$ cat src/hw/rtl/rfp_pkg.sv
`default_nettype none

package rfp_pkg;

  // Field widths of the ports
  localparam int unsigned RAD_W   = 10;
  localparam int unsigned COLOR_W = 24;
  localparam int unsigned COORD_W = 10;
  localparam int unsigned PIX_W   = 16;
  localparam int unsigned CH_W    = 8;

  // Radius saturates here
  localparam int unsigned MAX_RADIUS = 512;

  localparam int unsigned SAT_W  = $clog2(MAX_RADIUS + 1);
  localparam int unsigned R2_W   = $clog2(MAX_RADIUS * MAX_RADIUS + 1);
  localparam int unsigned D2_W   = 2 * SAT_W + 1;
  localparam int unsigned CMP_W  = ((SAT_W > COORD_W) ? SAT_W : COORD_W) + 2;
  localparam int unsigned PROD_W = CH_W + R2_W;

  // One restoring step per quotient bit
  localparam int unsigned DIV_STAGES = CH_W;

  localparam int unsigned RADIUS_RESET = 64;
  localparam logic [COLOR_W-1:0] COLOR_RESET = 24'hFFFFFF;

  localparam int unsigned CFG_IDX_W = 2;

  typedef enum logic [CFG_IDX_W-1:0] {
    CFG_RADIUS = 2'd0,
    CFG_COLOR  = 2'd1
  } cfg_index_e;

endpackage

`default_nettype wire

$ cat src/hw/rtl/rfp_divider.sv
`default_nettype none

module rfp_divider
  import rfp_pkg::*;
(
  input  wire logic              clk_i,
  input  wire logic              en_i,
  input  wire logic [PROD_W-1:0] dividend_i,
  input  wire logic [R2_W-1:0]   divisor_i,
  output logic      [CH_W-1:0]   quot_o
);

  // Quotient is known to stay below 2**CH_W, so DIV_STAGES steps suffice.
  logic [PROD_W-1:0] rem_q [DIV_STAGES];
  logic [CH_W-1:0]   quo_q [DIV_STAGES];

  for (genvar j = 0; j < DIV_STAGES; j++) begin : g_step
    logic [PROD_W-1:0] rem_in;
    logic [CH_W-1:0]   quo_in;
    logic [PROD_W-1:0] shifted;
    logic [PROD_W:0]   diff;
    logic [PROD_W-1:0] rem_d;
    logic [CH_W-1:0]   quo_d;

    always_comb begin
      if (j == 0) begin
        rem_in = dividend_i;
        quo_in = '0;
      end else begin
        rem_in = rem_q[(j == 0) ? 0 : j - 1];
        quo_in = quo_q[(j == 0) ? 0 : j - 1];
      end
      shifted = PROD_W'(divisor_i) << (DIV_STAGES - 1 - j);
      diff    = {1'b0, rem_in} - {1'b0, shifted};
      // keep the trial difference when it did not borrow
      if (!diff[PROD_W]) begin
        rem_d = diff[PROD_W-1:0];
        quo_d = {quo_in[CH_W-2:0], 1'b1};
      end else begin
        rem_d = rem_in;
        quo_d = {quo_in[CH_W-2:0], 1'b0};
      end
    end

    always_ff @(posedge clk_i) begin
      if (en_i) begin
        rem_q[j] <= rem_d;
        quo_q[j] <= quo_d;
      end
    end
  end

  assign quot_o = quo_q[DIV_STAGES-1];

endmodule

`default_nettype wire

$ cat src/hw/rtl/radial_falloff_pixel_rgb565.sv
// Throughput: one pixel per cycle; the whole pipeline advances together and halts
// only while the output register holds a beat under out_stall_i.
// Pipeline: bounds and offsets, squares, distance compare, channel products,
// eight restoring divide steps by R*R, pack. Reset clears all valid bits and loads
// radius 64 and color 0xFFFFFF; no pixel is in flight after reset.
`default_nettype none

module radial_falloff_pixel_rgb565
  import rfp_pkg::*;
(
  input  wire logic                 clk_i,
  input  wire logic                 rst_ni,
  input  wire logic                 in_valid_i,
  output logic                      in_stall_o,
  input  wire logic [COORD_W-1:0]   pixel_x_i,
  input  wire logic [COORD_W-1:0]   pixel_y_i,
  output logic                      out_valid_o,
  input  wire logic                 out_stall_i,
  output logic      [PIX_W-1:0]     pixel_value_o,
  input  wire logic                 cfg_valid_i,
  output logic                      cfg_ready_o,
  input  wire logic [CFG_IDX_W-1:0] cfg_index_i,
  input  wire logic [COLOR_W-1:0]   cfg_data_i
);

  logic               adv;
  logic [RAD_W-1:0]   radius_q;
  logic [COLOR_W-1:0] color_q;
  logic [R2_W-1:0]    r2_q, r2_d;

  // Configuration
  assign cfg_ready_o = 1'b1;

  always_ff @(posedge clk_i or negedge rst_ni) begin
    if (!rst_ni) begin
      radius_q <= RAD_W'(RADIUS_RESET);
      color_q  <= COLOR_RESET;
    end else if (cfg_valid_i) begin
      case (cfg_index_i)
        CFG_RADIUS: radius_q <= cfg_data_i[RAD_W-1:0];
        CFG_COLOR:  color_q  <= cfg_data_i;
        default:    ;
      endcase
    end
  end

  // Stage 1: saturate radius, border test, absolute offsets
  logic [CMP_W-1:0]   rad_ext, r_ext, lim_ext, x_ext, y_ext, dx_ext, dy_ext;
  logic [CMP_W-1:0]   adx_ext, ady_ext;
  logic [SAT_W-1:0]   r_sat;
  logic [2*SAT_W-1:0] r2_full;
  logic               z1_d;

  always_comb begin
    rad_ext = CMP_W'(radius_q);
    r_ext   = (rad_ext > CMP_W'(MAX_RADIUS)) ? CMP_W'(MAX_RADIUS) : rad_ext;
    r_sat   = r_ext[SAT_W-1:0];
    lim_ext = (r_ext << 1) - CMP_W'(1);
    x_ext   = CMP_W'(pixel_x_i);
    y_ext   = CMP_W'(pixel_y_i);
    z1_d    = (r_ext < CMP_W'(2)) || (x_ext == '0) || (y_ext == '0) ||
              (x_ext >= lim_ext) || (y_ext >= lim_ext);
    dx_ext  = r_ext - x_ext;
    dy_ext  = r_ext - y_ext;
    adx_ext = dx_ext[CMP_W-1] ? (CMP_W'(0) - dx_ext) : dx_ext;
    ady_ext = dy_ext[CMP_W-1] ? (CMP_W'(0) - dy_ext) : dy_ext;
    r2_full = (2*SAT_W)'(r_sat) * (2*SAT_W)'(r_sat);
    r2_d    = r2_full[R2_W-1:0];
  end

  // R*R tracks radius_q; the user, not the block, keeps config idle long before use
  always_ff @(posedge clk_i or negedge rst_ni) begin
    if (!rst_ni) begin
      r2_q <= R2_W'(RADIUS_RESET * RADIUS_RESET);
    end else begin
      r2_q <= r2_d;
    end
  end

  logic             v1_q, z1_q;
  logic [SAT_W-1:0] adx_q, ady_q;

  // Stage 2: squares
  logic                v2_q, z2_q;
  logic [2*SAT_W-1:0]  sqx_q, sqy_q;

  // Stage 3: distance compare and numerator
  logic [D2_W-1:0]  d2;
  logic             z3_d;
  logic [R2_W-1:0]  num_d;
  logic             v3_q, z3_q;
  logic [R2_W-1:0]  num_q;

  always_comb begin
    d2    = D2_W'(sqx_q) + D2_W'(sqy_q);
    z3_d  = z2_q || (d2 >= D2_W'(r2_q));
    num_d = r2_q - d2[R2_W-1:0];
  end

  // Stage 4: channel products
  logic              v4_q, z4_q;
  logic [PROD_W-1:0] prod_r_q, prod_g_q, prod_b_q;

  // Divide stages carry valid and zero flags alongside
  logic [DIV_STAGES-1:0] vd_q, zd_q;

  logic             out_valid_q;
  logic [PIX_W-1:0] pixel_q;

  // Advance everything when the output slot is free or being taken
  assign adv        = !out_valid_q || !out_stall_i;
  assign in_stall_o = !adv;

  always_ff @(posedge clk_i or negedge rst_ni) begin
    if (!rst_ni) begin
      v1_q        <= 1'b0;
      v2_q        <= 1'b0;
      v3_q        <= 1'b0;
      v4_q        <= 1'b0;
      vd_q        <= '0;
      out_valid_q <= 1'b0;
    end else if (adv) begin
      v1_q        <= in_valid_i;
      v2_q        <= v1_q;
      v3_q        <= v2_q;
      v4_q        <= v3_q;
      vd_q        <= {vd_q[DIV_STAGES-2:0], v4_q};
      out_valid_q <= vd_q[DIV_STAGES-1];
    end
  end

  logic [CH_W-1:0] quot_r, quot_g, quot_b;

  always_ff @(posedge clk_i) begin
    if (adv) begin
      z1_q     <= z1_d;
      adx_q    <= adx_ext[SAT_W-1:0];
      ady_q    <= ady_ext[SAT_W-1:0];
      z2_q     <= z1_q;
      sqx_q    <= (2*SAT_W)'(adx_q) * (2*SAT_W)'(adx_q);
      sqy_q    <= (2*SAT_W)'(ady_q) * (2*SAT_W)'(ady_q);
      z3_q     <= z3_d;
      num_q    <= num_d;
      z4_q     <= z3_q;
      prod_r_q <= PROD_W'(color_q[CH_W-1:0]) * PROD_W'(num_q);
      prod_g_q <= PROD_W'(color_q[2*CH_W-1:CH_W]) * PROD_W'(num_q);
      prod_b_q <= PROD_W'(color_q[3*CH_W-1:2*CH_W]) * PROD_W'(num_q);
      zd_q     <= {zd_q[DIV_STAGES-2:0], z4_q};
      // drop the low bits of each channel and pack 5:6:5
      if (zd_q[DIV_STAGES-1]) begin
        pixel_q <= '0;
      end else begin
        pixel_q <= {quot_b[CH_W-1:3], quot_g[CH_W-1:2], quot_r[CH_W-1:3]};
      end
    end
  end

  rfp_divider u_div_r (
    .clk_i      (clk_i),
    .en_i       (adv),
    .dividend_i (prod_r_q),
    .divisor_i  (r2_q),
    .quot_o     (quot_r)
  );

  rfp_divider u_div_g (
    .clk_i      (clk_i),
    .en_i       (adv),
    .dividend_i (prod_g_q),
    .divisor_i  (r2_q),
    .quot_o     (quot_g)
  );

  rfp_divider u_div_b (
    .clk_i      (clk_i),
    .en_i       (adv),
    .dividend_i (prod_b_q),
    .divisor_i  (r2_q),
    .quot_o     (quot_b)
  );

  assign out_valid_o   = out_valid_q;
  assign pixel_value_o = pixel_q;

endmodule

`default_nettype wire

$ cat config.mk
export PLATFORM = sky130hd
export DESIGN_NAME = radial_falloff_pixel_rgb565
export DESIGN_NICKNAME = d
export VERILOG_FILES = /design/src/hw/rtl/rfp_pkg.sv /design/src/hw/rtl/rfp_divider.sv /design/src/hw/rtl/radial_falloff_pixel_rgb565.sv
export SDC_FILE = /design/constraint.sdc
export NUM_CORES = 2
export LEC_CHECK = 0
export ABC_AREA = 1
export BUFFER_PORTS_ARGS = -buffer_cell sky130_fd_sc_hd__buf_4
export CORE_ASPECT_RATIO = 0.5
export CORE_MARGIN = 2
export CORE_UTILIZATION = 25
export CTS_CLUSTER_DIAMETER = 50
export DETAILED_ROUTE_END_ITERATION = 7
export GPL_TIMING_DRIVEN = 0
export HOLD_SLACK_MARGIN = 0.08
export PLACE_DENSITY = 0.38
export SYNTH_ARGS = -nofsm -noshare
export SYNTH_HDL_FRONTEND = slang
export SYNTH_HIERARCHICAL = 1
export SYNTH_SLANG_ARGS = --single-unit
$ cat constraint.sdc
create_clock -name clk_i -period 33 [get_ports clk_i]
set_input_delay 1.65 -clock clk_i [delete_from_list [all_inputs] [get_ports clk_i]]
set_output_delay 1.65 -clock clk_i [all_outputs]
set_load 0.01 [all_outputs]
==> flow_summary_export.csv <==
group,metric,value,unit
floorplan,chipHeight,380,µm
sta,grt_setup_unrepaired,"no",
global_routing,grt_start_max_net_pins,66,
sta,hold-worst-slack,411,ps
worst_setup_path,worstSetupStartpointType,"register",
min_path,hold_path.class,"register to register",
worst_setup_path,required,33590,ps
layout,area_growth,12.7,%
placement,gp_congestion,0.843,
sta,final.setup.tns,0,ps
worst_setup_path,worstRegToRegCells,24,
placement,buffer_ports.inserted,68,
min_path,start_point_of_the_worst_min_delay_path,"prod_r_q[5]",
layout,layout-drive-gt1-share,5.75,%
floorplan,effective_utilization_at_floorplan,25.1,%
drt,wirelength,229,mm
floorplan,design.die.area,288000,µm²
clock_tree,cts.sinks,653,
sta,drv_slew,0,
synthesis,synthesis.yosys.warnings,6,
clock_tree,cts_hold_buffers,0,
global_routing,first_global_vias,60000,
sta,fin_crit,6860,ps
min_path,worst_hold_path.num_cells,0,
clock_tree,cts-root-to-sink-buffers,3,
clock_tree,h-tree-depth,3,
worst_setup_path,worstSetupEndpointType,"register",
worst_setup_path,crit-reg2reg-launch,"radius_q[6]",
synthesis,syn_avg_cell_area,7.53,µm²
drt,viasPerCell,4.34,
worst_setup_path,timing_worst_setup_path_type,"register to register",
sta,timing.final.hold_violations,0,
layout,layout.filler_cells,31100,
worst_setup_path,crit_path_max_fanout,9,
worst_setup_path,worst_r2r_endpoint,"r2_q[17]",
floorplan,row_count,138,
global_routing,grt_pass1_wl,356,mm
floorplan,die_w,757,µm
worst_setup_path,worst_setup_path_startpoint,"radius_q[6]",
sta,final_min_period_over_clock_period,20.8,%
drt,drt_first_pass_iters,8,
sta,slew_headroom,23.0,%
drt,routedWlPerCell,17.0,µm
drt,vias,58400,
sta,clock.fmax,0.146,GHz
global_routing,grt_overflow,0,
clock_tree,cts_resizes,0,
placement,place.detailed.hpwl,186,mm
global_routing,grt_antenna_before_repair,10,
sta,timing.clock.skew,63.7,ps
clock_tree,numCtsBuffers,96,
sta,max_slew.worst_pin.slew,1160,ps
floorplan,coreArea,282000,µm²
clock_tree,cts.clk_slew.worst_paths,60,ps
drt,initialDrtViolationCount,3204,
synthesis,post_synth_instance_area,70800,µm²
clock_tree,tritoncts_clock_tree,"done",
drt,ant_nets,0,
global_routing,globalRouteTotalUtil,16.0,%
min_path,min_to,"u_div_r/rem_q[0][5]",
clock_tree,cts.repair_timing.setup_buffer_count,0,
synthesis,synthesis.instances,9409,
clock_tree,insertion_delay,750,ps
drt,drc,0,
floorplan,pin_count,70,
clock_tree,clock_tree.root_cell,"sky130_fd_sc_hd__clkbuf_16",
worst_setup_path,critical_path_arrival,7450,ps
layout,design.final.nets,10800,
run_status,run_status,"finished, final reports clean",
sta,final_setup_violating_endpoints,0,
worst_setup_path,rrSetupSlack,26140,ps
job,cap_violations,0,
-- state kept, by name, summed over array words and instances (netlist names), 10 cells and up --
signal,count
ady_q,10
prod_r_q,24
color_q,24
r2_q,18
adx_q,10
num_q,19
u_div_r/rem_q,96
sqy_q,19
u_div_g/rem_q,125
u_div_r/quo_q,30
pixel_value_o,16
prod_g_q,25
u_div_g/quo_q,33
u_div_b/quo_q,30
sqx_q,19
prod_b_q,24
u_div_b/rem_q,96
radius_q,10
-- metal layers --
layer	wire, µm	global-route usage (%)	vias up
li1	-	-	29800
met1	111000	21.9	27600
met2	106000	26.9	813
met3	8030	1.96	243
met4	5060	3.48	0
met5	0	0	-
-- metrics by stage --
step / area, µm² / setup WS, ps / util [%] / std cells
2_1_floorplan: 70900 / 13890 / - / 9432
3_3_place_gp: 76100 / 3910 / 27.0 / 13300
3_5_place_dp: 76500 / 26200 / 27.1 / 13300
4_1_cts: 79800 / 26150 / 28.3 / 13500
5_1_grt: 79800 / 25790 / 28.3 / 13500
6_report: 79800 / 26140 / 28.3 / 13500
-- how the worst max path moves through the flow --
stage	endpoint	slack (ps)
after floorplan	vd_q[0]	13890
after global placement	vd_q[0]	3910
after detailed placement	r2_q[17]	26200
after CTS	r2_q[17]	26150
after global routing	r2_q[17]	25790
final	r2_q[17]	26140
-- critical path, stage by stage, from the launching register on --
cell	delay (ps)
sky130_fd_sc_hd__dfstp_2	350
sky130_fd_sc_hd__buf_2	190
sky130_fd_sc_hd__nor3_1	340
sky130_fd_sc_hd__nand4_1	160
sky130_fd_sc_hd__nand2_2	150
sky130_fd_sc_hd__inv_1	80
sky130_fd_sc_hd__nor2_1	800
sky130_fd_sc_hd__inv_1	500
sky130_fd_sc_hd__nor2_1	390
sky130_fd_sc_hd__ha_1	210
sky130_fd_sc_hd__inv_1	50
sky130_fd_sc_hd__fa_1	520
sky130_fd_sc_hd__inv_1	40
sky130_fd_sc_hd__ha_1	320
sky130_fd_sc_hd__fa_1	540
sky130_fd_sc_hd__inv_1	60
sky130_fd_sc_hd__fa_1	540
sky130_fd_sc_hd__inv_1	40
sky130_fd_sc_hd__ha_1	350
sky130_fd_sc_hd__a21oi_1	190
sky130_fd_sc_hd__a21boi_0	320
sky130_fd_sc_hd__o21ai_0	230
sky130_fd_sc_hd__nand3_1	130
sky130_fd_sc_hd__nand2_1	70
sky130_fd_sc_hd__xor2_1	150
-- cells in the final DEF, fill, tap and decap left out, drive strengths merged, types with 71 or more instances in the layout --
master  count
nor3       71
edfxtp    588
nand2    3103
a21oi     383
nor2      606
nand3     510
inv      1901
nand4      79
ha        680
xor2      165
o21ai     294
buf       140
fa        463
xnor2     116
clkbuf    224
-- layout make-up --
cell class | count | area (µm²) | share of cell area, %
multi-input combinational | 6714 | 43500 | 54.5
sequential | 653 | 19300 | 24.2
inverter | 1885 | 7080 | 8.88
tap | 3780 | 4730 | 5.93
clock buffer | 104 | 2450 | 3.07
buffer | 180 | 1020 | 1.28
clock inverter | 71 | 856 | 1.07
timing repair buffer | 80 | 833 | 1.04
antenna | 7 | 17.5 | 0.0220
Power is left out: the tool's default activity adds up to more than one toggle a clock period on the data nets, which glitch-free logic cannot reach.
